--- src/rtl/jac_pkg.sv ---
// ---------------------------------------------------------------------------
// jac_pkg
// Shared types and constants of the joystick axis calibrator.
// ---------------------------------------------------------------------------
`timescale 1ns / 1ps
package jac_pkg;
  localparam int MaxAxes = 8;
  localparam int AxW = $clog2(MaxAxes);
  localparam int CntW = $clog2(MaxAxes + 1);
  localparam int DivW = 31;
  // twice the scale numerator
  localparam logic [DivW-1:0] ScaleNum2 = 31'd1073709056;

  localparam logic [2:0] ReqStart = 3'd0;
  localparam logic [2:0] ReqSample = 3'd1;
  localparam logic [2:0] ReqTimeout = 3'd2;
  localparam logic [2:0] ReqFinish = 3'd3;
  localparam logic [2:0] ReqCancel = 3'd4;

  typedef enum logic [2:0] {
    PH_IDLE, PH_CENTRE, PH_COLLECT, PH_DONE, PH_ERROR
  } phase_t;

  typedef enum logic [2:0] {
    ST_ACCEPT, ST_LOAD, ST_DIV_LO, ST_DIV_HI, ST_DIV_WAIT, ST_EMIT
  } ctl_state_t;

  typedef struct packed {
    logic clear_all;
    logic do_centre;
    logic do_range;
    logic fill_centre;
    logic load_axis;
    logic div_start_lo;
    logic div_start_hi;
  } dp_cmd_t;

  typedef struct packed {
    logic usable;
    logic div_done;
  } dp_stat_t;
endpackage

--- src/rtl/joystick_axis_calibrator.sv ---
// Finish walks the axes in use: each usable axis runs two 31-bit divisions
//   (one quotient bit per cycle), a keep-original axis skips them, and an emit
//   waits while the output register is stalled.
// Outside finish, requests are accepted at one request per cycle.
// Input is stalled for the whole walk.
// Synchronous active-low reset: phase idle, axis count 8, seen flags cleared.
// ---------------------------------------------------------------------------
// joystick_axis_calibrator
// Top level: configuration register, controller, datapath and output register.
// ---------------------------------------------------------------------------
`timescale 1ns / 1ps
module joystick_axis_calibrator (
  input  logic               clk,
  input  logic               rst_n,
  input  logic               cfg_valid,
  output logic               cfg_ready,
  input  logic [3:0]         cfg_axes_in_use,
  input  logic               in_valid,
  output logic               in_stall,
  input  logic [2:0]         in_req_type,
  input  logic               in_is_axis_event,
  input  logic [7:0]         in_axis_index,
  input  logic signed [15:0] in_sample_value,
  output logic               out_valid,
  input  logic               out_stall,
  output logic [2:0]         out_out_axis,
  output logic               out_corr_kind,
  output logic [14:0]        out_precision,
  output logic signed [15:0] out_band_low,
  output logic signed [15:0] out_band_high,
  output logic [27:0]        out_lower_scale,
  output logic [27:0]        out_upper_scale,
  output logic               out_last,
  output logic               out_outcome
);
  logic [3:0] axes_r;
  jac_pkg::dp_cmd_t cmd;
  jac_pkg::dp_stat_t stat;
  logic [jac_pkg::AxW-1:0] walk_axis;
  logic emit, res_last, res_outcome, res_kind, ovalid_r, out_busy;
  logic [14:0] res_prec;
  logic signed [15:0] res_blo, res_bhi;
  logic [27:0] res_lsc, res_usc;

  assign cfg_ready = 1'b1;
  always_ff @(posedge clk) begin
    if (!rst_n) axes_r <= 4'd8;
    else if (cfg_valid && cfg_ready) axes_r <= cfg_axes_in_use;
  end

  assign out_busy = ovalid_r && out_stall;

  jac_controller u_ctl (
    .clk(clk), .rst_n(rst_n), .in_valid(in_valid), .in_stall(in_stall),
    .in_req_type(in_req_type), .in_is_axis_event(in_is_axis_event),
    .in_axis_index(in_axis_index), .axes_r(axes_r), .cmd(cmd), .stat(stat),
    .walk_axis(walk_axis), .emit(emit), .out_busy(out_busy),
    .res_last(res_last), .res_outcome(res_outcome)
  );

  jac_datapath u_dp (
    .clk(clk), .rst_n(rst_n), .cmd(cmd), .samp_axis(in_axis_index[jac_pkg::AxW-1:0]),
    .samp_value(in_sample_value), .walk_axis(walk_axis), .stat(stat),
    .res_kind(res_kind), .res_precision(res_prec), .res_band_low(res_blo),
    .res_band_high(res_bhi), .res_lower_scale(res_lsc), .res_upper_scale(res_usc)
  );

  always_ff @(posedge clk) begin
    if (!rst_n) ovalid_r <= 1'b0;
    else if (emit) ovalid_r <= 1'b1;
    else if (!out_stall) ovalid_r <= 1'b0;
    if (emit) begin
      out_out_axis <= 3'(walk_axis);
      out_corr_kind <= res_kind;
      out_precision <= res_prec;
      out_band_low <= res_blo;
      out_band_high <= res_bhi;
      out_lower_scale <= res_lsc;
      out_upper_scale <= res_usc;
      out_last <= res_last;
      out_outcome <= res_outcome;
    end
  end
  assign out_valid = ovalid_r;
endmodule

--- src/rtl/jac_divider.sv ---
// ---------------------------------------------------------------------------
// jac_divider
// Restoring divider, one quotient bit per cycle.
// ---------------------------------------------------------------------------
`timescale 1ns / 1ps
module jac_divider (
  input  logic                     clk,
  input  logic                     rst_n,
  input  logic                     start,
  input  logic [jac_pkg::DivW-1:0] dividend,
  input  logic [jac_pkg::DivW-1:0] divisor,
  output logic                     done,
  output logic [jac_pkg::DivW-1:0] quotient
);
  logic [jac_pkg::DivW-1:0] q_r, q_nxt, d_r, d_nxt;
  logic [jac_pkg::DivW:0]   rem_r, rem_nxt, trial;
  logic [4:0]               cnt_r, cnt_nxt;
  logic                     busy_r, busy_nxt, done_r, done_nxt;

  always_comb begin
    q_nxt = q_r;
    d_nxt = d_r;
    rem_nxt = rem_r;
    cnt_nxt = cnt_r;
    busy_nxt = busy_r;
    done_nxt = 1'b0;
    trial = {rem_r[jac_pkg::DivW-1:0], q_r[jac_pkg::DivW-1]} - {1'b0, d_r};
    if (start) begin
      q_nxt = dividend;
      d_nxt = divisor;
      rem_nxt = '0;
      cnt_nxt = 5'(jac_pkg::DivW - 1);
      busy_nxt = 1'b1;
    end else if (busy_r) begin
      if (!trial[jac_pkg::DivW]) begin
        rem_nxt = trial;
        q_nxt = {q_r[jac_pkg::DivW-2:0], 1'b1};
      end else begin
        rem_nxt = {rem_r[jac_pkg::DivW-1:0], q_r[jac_pkg::DivW-1]};
        q_nxt = {q_r[jac_pkg::DivW-2:0], 1'b0};
      end
      cnt_nxt = cnt_r - 5'd1;
      if (cnt_r == 5'd0) begin
        busy_nxt = 1'b0;
        done_nxt = 1'b1;
      end
    end
  end

  always_ff @(posedge clk) begin
    q_r <= q_nxt;
    d_r <= d_nxt;
    rem_r <= rem_nxt;
    cnt_r <= cnt_nxt;
    if (!rst_n) begin
      busy_r <= 1'b0;
      done_r <= 1'b0;
    end else begin
      busy_r <= busy_nxt;
      done_r <= done_nxt;
    end
  end

  assign done = done_r;
  assign quotient = q_r;
endmodule

--- src/rtl/jac_datapath.sv ---
// ---------------------------------------------------------------------------
// jac_datapath
// Per-axis band and range records, result assembly and scale division.
// ---------------------------------------------------------------------------
`timescale 1ns / 1ps
module jac_datapath (
  input  logic                      clk,
  input  logic                      rst_n,
  input  jac_pkg::dp_cmd_t          cmd,
  input  logic [jac_pkg::AxW-1:0]   samp_axis,
  input  logic signed [15:0]        samp_value,
  input  logic [jac_pkg::AxW-1:0]   walk_axis,
  output jac_pkg::dp_stat_t         stat,
  output logic                      res_kind,
  output logic [14:0]               res_precision,
  output logic signed [15:0]        res_band_low,
  output logic signed [15:0]        res_band_high,
  output logic [27:0]               res_lower_scale,
  output logic [27:0]               res_upper_scale
);
  logic signed [15:0] clo_r [jac_pkg::MaxAxes];
  logic signed [15:0] chi_r [jac_pkg::MaxAxes];
  logic signed [15:0] rmin_r [jac_pkg::MaxAxes];
  logic signed [15:0] rmax_r [jac_pkg::MaxAxes];
  logic [jac_pkg::MaxAxes-1:0] cseen_r, rseen_r;
  logic signed [16:0] lo_rng_r, hi_rng_r, width_r;
  logic usable_r, rseen_sel;
  logic signed [15:0] blo_r, bhi_r;
  logic [27:0] lsc_r, usc_r;
  logic [jac_pkg::DivW-1:0] divisor, quot;
  logic div_done;

  always_ff @(posedge clk) begin
    if (cmd.do_centre) begin
      if (!cseen_r[samp_axis] || samp_value < clo_r[samp_axis]) clo_r[samp_axis] <= samp_value;
      if (!cseen_r[samp_axis] || samp_value > chi_r[samp_axis]) chi_r[samp_axis] <= samp_value;
    end
    if (cmd.do_range) begin
      if (!rseen_r[samp_axis] || samp_value < rmin_r[samp_axis]) rmin_r[samp_axis] <= samp_value;
      if (!rseen_r[samp_axis] || samp_value > rmax_r[samp_axis]) rmax_r[samp_axis] <= samp_value;
    end
    if (cmd.fill_centre) begin
      for (int i = 0; i < jac_pkg::MaxAxes; i++) begin
        if (!cseen_r[i]) begin
          clo_r[i] <= '0;
          chi_r[i] <= '0;
        end
      end
    end
    if (!rst_n || cmd.clear_all) begin
      cseen_r <= '0;
      rseen_r <= '0;
    end else begin
      if (cmd.do_centre) cseen_r[samp_axis] <= 1'b1;
      if (cmd.do_range) rseen_r[samp_axis] <= 1'b1;
      if (cmd.fill_centre) cseen_r <= '1;
    end
  end

  assign rseen_sel = rseen_r[walk_axis];

  // capture one axis for the walk
  always_ff @(posedge clk) begin
    if (cmd.load_axis) begin
      lo_rng_r <= 17'(clo_r[walk_axis]) - 17'(rmin_r[walk_axis]);
      hi_rng_r <= 17'(rmax_r[walk_axis]) - 17'(chi_r[walk_axis]);
      width_r <= 17'(chi_r[walk_axis]) - 17'(clo_r[walk_axis]);
      blo_r <= clo_r[walk_axis];
      bhi_r <= chi_r[walk_axis];
      usable_r <= rseen_sel;
    end
  end

  logic usable;
  assign usable = usable_r && (lo_rng_r > 17'sd1) && (hi_rng_r > 17'sd1);
  assign divisor = cmd.div_start_hi ? {13'd0, hi_rng_r[16:0], 1'b0}
                                    : {13'd0, lo_rng_r[16:0], 1'b0};

  jac_divider u_div (
    .clk(clk), .rst_n(rst_n),
    .start(cmd.div_start_lo || cmd.div_start_hi),
    .dividend(jac_pkg::ScaleNum2 + (cmd.div_start_hi ? jac_pkg::DivW'(hi_rng_r)
                                                     : jac_pkg::DivW'(lo_rng_r))),
    .divisor(divisor), .done(div_done), .quotient(quot)
  );

  logic which_r;
  always_ff @(posedge clk) begin
    if (cmd.div_start_lo) which_r <= 1'b0;
    if (cmd.div_start_hi) which_r <= 1'b1;
    if (div_done) begin
      if (which_r) usc_r <= quot[27:0];
      else lsc_r <= quot[27:0];
    end
  end

  assign stat.usable = usable;
  assign stat.div_done = div_done;
  assign res_kind = usable;
  assign res_precision = !usable ? 15'd0 : width_r[16] ? 15'd0 :
                         (width_r[15] ? 15'h7fff : width_r[14:0]);
  assign res_band_low = usable ? blo_r : 16'sd0;
  assign res_band_high = usable ? bhi_r : 16'sd0;
  assign res_lower_scale = usable ? lsc_r : 28'd0;
  assign res_upper_scale = usable ? usc_r : 28'd0;
endmodule

--- src/rtl/jac_controller.sv ---
// ---------------------------------------------------------------------------
// jac_controller
// Phase tracking, request decode and the finish walk over the axes.
// ---------------------------------------------------------------------------
`timescale 1ns / 1ps
module jac_controller (
  input  logic                    clk,
  input  logic                    rst_n,
  input  logic                    in_valid,
  output logic                    in_stall,
  input  logic [2:0]              in_req_type,
  input  logic                    in_is_axis_event,
  input  logic [7:0]              in_axis_index,
  input  logic [3:0]              axes_r,
  output jac_pkg::dp_cmd_t        cmd,
  input  jac_pkg::dp_stat_t       stat,
  output logic [jac_pkg::AxW-1:0] walk_axis,
  output logic                    emit,
  input  logic                    out_busy,
  output logic                    res_last,
  output logic                    res_outcome
);
  jac_pkg::phase_t phase_r, phase_nxt;
  jac_pkg::ctl_state_t state_r, state_nxt;
  logic [jac_pkg::AxW-1:0] ax_r, ax_nxt;
  logic [jac_pkg::CntW-1:0] cnt_r, cnt_nxt;
  logic [jac_pkg::CntW-1:0] n_act;
  logic acc, samp_ok, is_last;

  assign n_act = (axes_r == 4'd0) ? jac_pkg::CntW'(1) :
                 (axes_r > 4'(jac_pkg::MaxAxes)) ? jac_pkg::CntW'(jac_pkg::MaxAxes) :
                 jac_pkg::CntW'(axes_r);
  assign in_stall = (state_r != jac_pkg::ST_ACCEPT);
  assign acc = in_valid && !in_stall;
  assign samp_ok = in_is_axis_event && ({1'b0, in_axis_index} < 9'(n_act));
  assign is_last = (jac_pkg::CntW'(ax_r) == n_act - jac_pkg::CntW'(1));
  assign walk_axis = ax_r;
  assign res_last = is_last;
  assign res_outcome = is_last && (cnt_r == '0) && !stat.usable;

  always_ff @(posedge clk) begin
    if (!rst_n) begin
      phase_r <= jac_pkg::PH_IDLE;
      state_r <= jac_pkg::ST_ACCEPT;
      ax_r <= '0;
      cnt_r <= '0;
    end else begin
      phase_r <= phase_nxt;
      state_r <= state_nxt;
      ax_r <= ax_nxt;
      cnt_r <= cnt_nxt;
    end
  end

  always_comb begin
    phase_nxt = phase_r;
    state_nxt = state_r;
    ax_nxt = ax_r;
    cnt_nxt = cnt_r;
    cmd = '0;
    emit = 1'b0;
    case (state_r)
      jac_pkg::ST_ACCEPT: begin
        if (acc) begin
          case (in_req_type)
            jac_pkg::ReqStart: begin
              if (phase_r != jac_pkg::PH_CENTRE && phase_r != jac_pkg::PH_COLLECT) begin
                cmd.clear_all = 1'b1;
                phase_nxt = jac_pkg::PH_CENTRE;
              end
            end
            jac_pkg::ReqSample: begin
              cmd.do_centre = samp_ok && (phase_r == jac_pkg::PH_CENTRE);
              cmd.do_range = samp_ok && (phase_r == jac_pkg::PH_COLLECT);
            end
            jac_pkg::ReqTimeout: begin
              if (phase_r == jac_pkg::PH_CENTRE) begin
                cmd.fill_centre = 1'b1;
                phase_nxt = jac_pkg::PH_COLLECT;
              end
            end
            jac_pkg::ReqFinish: begin
              if (phase_r == jac_pkg::PH_COLLECT) begin
                ax_nxt = '0;
                cnt_nxt = '0;
                state_nxt = jac_pkg::ST_LOAD;
              end
            end
            jac_pkg::ReqCancel: phase_nxt = jac_pkg::PH_IDLE;
            default: ;
          endcase
        end
      end
      jac_pkg::ST_LOAD: begin
        cmd.load_axis = 1'b1;
        state_nxt = jac_pkg::ST_DIV_LO;
      end
      jac_pkg::ST_DIV_LO: begin
        if (!stat.usable) state_nxt = jac_pkg::ST_EMIT;
        else begin
          cmd.div_start_lo = 1'b1;
          state_nxt = jac_pkg::ST_DIV_HI;
        end
      end
      jac_pkg::ST_DIV_HI: begin
        if (stat.div_done) begin
          cmd.div_start_hi = 1'b1;
          state_nxt = jac_pkg::ST_DIV_WAIT;
        end
      end
      // hold until the upper scale is captured
      jac_pkg::ST_DIV_WAIT: begin
        if (stat.div_done) state_nxt = jac_pkg::ST_EMIT;
      end
      jac_pkg::ST_EMIT: begin
        if (!out_busy) emit = 1'b1;
        if (emit) begin
          if (stat.usable) cnt_nxt = jac_pkg::CntW'(1) | cnt_r;
          if (is_last) begin
            state_nxt = jac_pkg::ST_ACCEPT;
            phase_nxt = (cnt_r != '0 || stat.usable) ? jac_pkg::PH_DONE : jac_pkg::PH_ERROR;
          end else begin
            ax_nxt = ax_r + jac_pkg::AxW'(1);
            state_nxt = jac_pkg::ST_LOAD;
          end
        end
      end
      default: state_nxt = jac_pkg::ST_ACCEPT;
    endcase
  end
endmodule

--- config.mk ---
export PLATFORM = sky130hd
export DESIGN_NAME = joystick_axis_calibrator
export DESIGN_NICKNAME = d
export VERILOG_FILES = /design/src/rtl/jac_pkg.sv /design/src/rtl/joystick_axis_calibrator.sv /design/src/rtl/jac_divider.sv /design/src/rtl/jac_datapath.sv /design/src/rtl/jac_controller.sv
export SDC_FILE = /design/constraint.sdc
export NUM_CORES = 2
export LEC_CHECK = 0
export BUFFER_PORTS_ARGS = -buffer_cell sky130_fd_sc_hd__buf_2
export CAP_MARGIN = 20
export CORE_MARGIN = 4
export CORE_UTILIZATION = 63
export DETAILED_ROUTE_END_ITERATION = 7
export GPL_TIMING_DRIVEN = 1
export MAX_ROUTING_LAYER = met4
export PLACE_DENSITY_LB_ADDON = 0.08
export SYNTH_ARGS = -nofsm -noshare
export SYNTH_HDL_FRONTEND = slang
export SYNTH_SLANG_ARGS = --single-unit
--- constraint.sdc ---
create_clock -name clk -period 8.4 [get_ports clk]
set_clock_uncertainty 0.1 [all_clocks]
set_input_delay 0.42 -clock clk [delete_from_list [all_inputs] [get_ports clk]]
set_output_delay 0.42 -clock clk [all_outputs]
set_load 0.02 [all_outputs]
==> results.yml <==
run_status:
  outcome: "completed"
floorplanning:
  pin_count: 149
  dieArea_sq_um: 71700
  die_w_microns: 268
  die_h_microns: 268
  start_util_pct: 64.1
  core_sq_um: 66300
  num_rows: 94
detailed_routing:
  wl_microns: 120000
  num_vias: 30000
  routedWlPerCell_microns: 27.0
  drt_iter0_drc: 3565
  antenna_left: 0
  drtPass1Iterations: 6
  vias_per_cell: 6.72
  drc_errors: 0
final_layout:
  num-fill-cells: 4525
  fin_nets: 3702
  multi_input_area_sq_um: 18200
  seqCellArea_sq_um: 23200
  area_growth_pct: 11.3
  drive_gt1_share_pct: 19.1
timing:
  setup_violations: 0
  hold_viol: 0
  max_slew_margin_pct: 15.2
  slew_viol_final: 0
  fin_crit_ps: 5620
  rsz0062_at_grt: "false"
  tightest_slew_ps: 1240
  setup_tns_ps: 0
  max_freq_ghz: 0.178
  period_share_pct: 66.9
power:
  leakagePower_uw: 0.0167
  finalPower_uw: 10300
  irDropWorstVdd_uv: 190
  powerDensity_nw_per_um2: 218
  p_comb_share_pct: 12.8
  clkPwrFrac_pct: 38.5
  internal_power_uw: 7640
  seq_power_share_pct: 48.7
  switching_power_uw: 2670
  swShare_pct: 25.9
logic_synthesis:
  ys_warn_count: 0
  async_flop_share_pct: 0
  synth.distinct_cells: 87
  synth_area_sq_um: 42500
  ys.flop_type: "edfxtp_1"
  synth_area_leader_cell: "edfxtp_1"
  synth_common_cells: "edfxtp_1, dfxtp_1, mux2i_1, nor2_1, a22oi_1"
  ys_top_cells_by_area: "edfxtp_1, dfxtp_1, mux2i_1"
  ys_seq_elements: 882
  ys_seq_area_share_pct: 54.5
  syn_nets: 3584
  yosysTopAreaCellShare_pct: 39.1
  yosysMostFrequentCell: "edfxtp_1"
  synthCells: 3407
  synth_edf_count: 553
  synth_area_per_cell_sq_um: 12.5
place:
  port_buffers: 147
  gp_congestion: 0.919
  dpl.hpwl_microns: 77000
clock_tree:
  holdBufCountCts: 4
  cts_buffers: 90
  cts-root-buf: "clkbuf_16"
  path_clk_slew_ps: 60
  clk_path_buf_depth: 3
  cts_setup_buffers: 0
  cts.sinks: 882
  post_cts_resized: 0
  clk_latency_ps: 660
  htree_levels: 3
  cts_tree: "yes"
worst_setup_path:
  path_max_fanout: 32
  critPathCapture: "u_dp.rmin_r[1][6]"
  crit_path_start_kind: "input pin"
  r2r_end: "u_dp.lo_rng_r[14]"
  cp-startpoint: "in_axis_index[1]"
  rrSetupSlack_ps: 2860
  ff2ff_path_depth: 13
  worstSetupPathType: "in -> reg"
  endpoint_kind: "flip-flop"
  required_ps: 8550
  arrival_ps: 5770
hold_path:
  hp-class: "in -> reg"
grt:
  grt_max_degree: 96
  grt_pass1_vias: 30100
  antenna_found_initial: 1
  grt_pass1_wl_microns: 182000
  grt_util_all_layers_pct: 34.4
  gr-total-overflow: 0
job:
  max_cap_viol_count: 0
registers in the layout, indices dropped and copies added (netlist names), 15 cells and up, named ones only:
name,count
u_dp.chi_r,128
u_dp.clo_r,128
u_dp.rmax_r,128
u_dp.rmin_r,128
u_dp.u_div.quotient,31
u_dp.u_div.rem_r,31
out_lower_scale,28
out_upper_scale,28
u_dp.lsc_r,28
u_dp.usc_r,28
u_dp.hi_rng_r,17
u_dp.lo_rng_r,17
u_dp.u_div.d_r,17
u_dp.width_r,17
out_band_high,16
out_band_low,16
u_dp.bhi_r,16
u_dp.blo_r,16
out_precision,15
worst min-delay path by stage:
stage	endpoint	from	depth (start not counted)	slack, ps
after CTS	axes_r[3]	cfg_valid	2	2
final	axes_r[3]	cfg_valid	2	20
after detailed placement	u_dp.clo_r[2][10]	u_dp.clo_r[2][10]	2	360
after floorplan	out_out_axis[0]	u_ctl.walk_axis[0]	0	330
after global placement	u_dp.clo_r[2][2]	u_dp.clo_r[2][2]	2	350
after global routing	axes_r[3]	cfg_valid	2	20
metal layers:
metal / vias to the layer above / GRT usage [%] / wire length, microns
li1: 13200 / - / -
met1: 14700 / 42.2 / 45200
met2: 1707 / 54.7 / 56500
met3: 413 / 7.80 / 12000
met4: 0 / 16.7 / 6720
met5: - / - / 0
metrics by stage:
stage / util [%] / instance area, sq um / hold slack [ps] / worst slack [ps] / cells
after floorplan: - / 42500 / 335 / 1570 / 3407
after global placement: 66.7 / 44200 / 348 / 2310 / 4283
after detailed placement: 66.7 / 44300 / 358 / 2310 / 4286
after CTS: 71.2 / 47200 / 2.14 / 2960 / 4455
after global routing: 71.4 / 47300 / 16.9 / 2530 / 4463
final: 71.4 / 47300 / 16.3 / 2780 / 4463
cells in the final DEF, fill, tap and decap left out, types with 131 or more instances in the layout:
| master | synthesis | final |
|---|---|---|
| nand2_1 | 220 | 220 |
| dfxtp_1 | 329 | 325 |
| nor2_1 | 253 | 242 |
| buf_2 | 22 | 147 |
| mux4_2 | 131 | 131 |
| edfxtp_1 | 553 | 553 |
| a22oi_1 | 245 | 245 |
| ha_1 | 136 | 136 |
| mux2i_1 | 300 | 300 |
final cells by class:
cell class / instances / share of cell area, %
diodes: 1 / 0.00529
clock buffers: 126 / 5.40
clock inverters: 39 / 0.822
inverters: 97 / 0.769
multi-input cells: 2217 / 38.5
flip-flops and latches: 882 / 49.0
well taps: 864 / 2.28
repair buffers: 237 / 3.17
worst max-delay path, cell delays in order:
cell	delay (ps)
buf_2	280
inv_1	450
and2_2	950
buf_4	620
a22oi_1	130
and4_1	200
ha_1	310
a21o_1	180
a21o_1	180
a21oi_1	130
o21ai_0	80
nor3_1	240
o21ai_1	360
buf_4	300
nor3_4	890
cells by family after synthesis:
logic type	after synthesis	synth area share (%)
XOR/XNOR	51	1.05
adder cells (fa/ha/maj)	140	4.19
other	1	0.00882
AND/OR/NAND/NOR	932	11.4
multiplexers	463	14.8
buffers and inverters	308	3.15
flip-flops	882	54.5
AO/OA/AOI/OAI	630	10.8
power groups by stage:
stage,logic [uW],clock network [uW],registers [uW]
final,1320,3970,5020
after global routing,1470,4210,5050
after CTS,1310,4020,5020
after detailed placement,1300,0,5110
after global placement,1260,0,5100
after floorplan,952,0,5080
No activity file was read; power rests on OpenSTA's default activity.
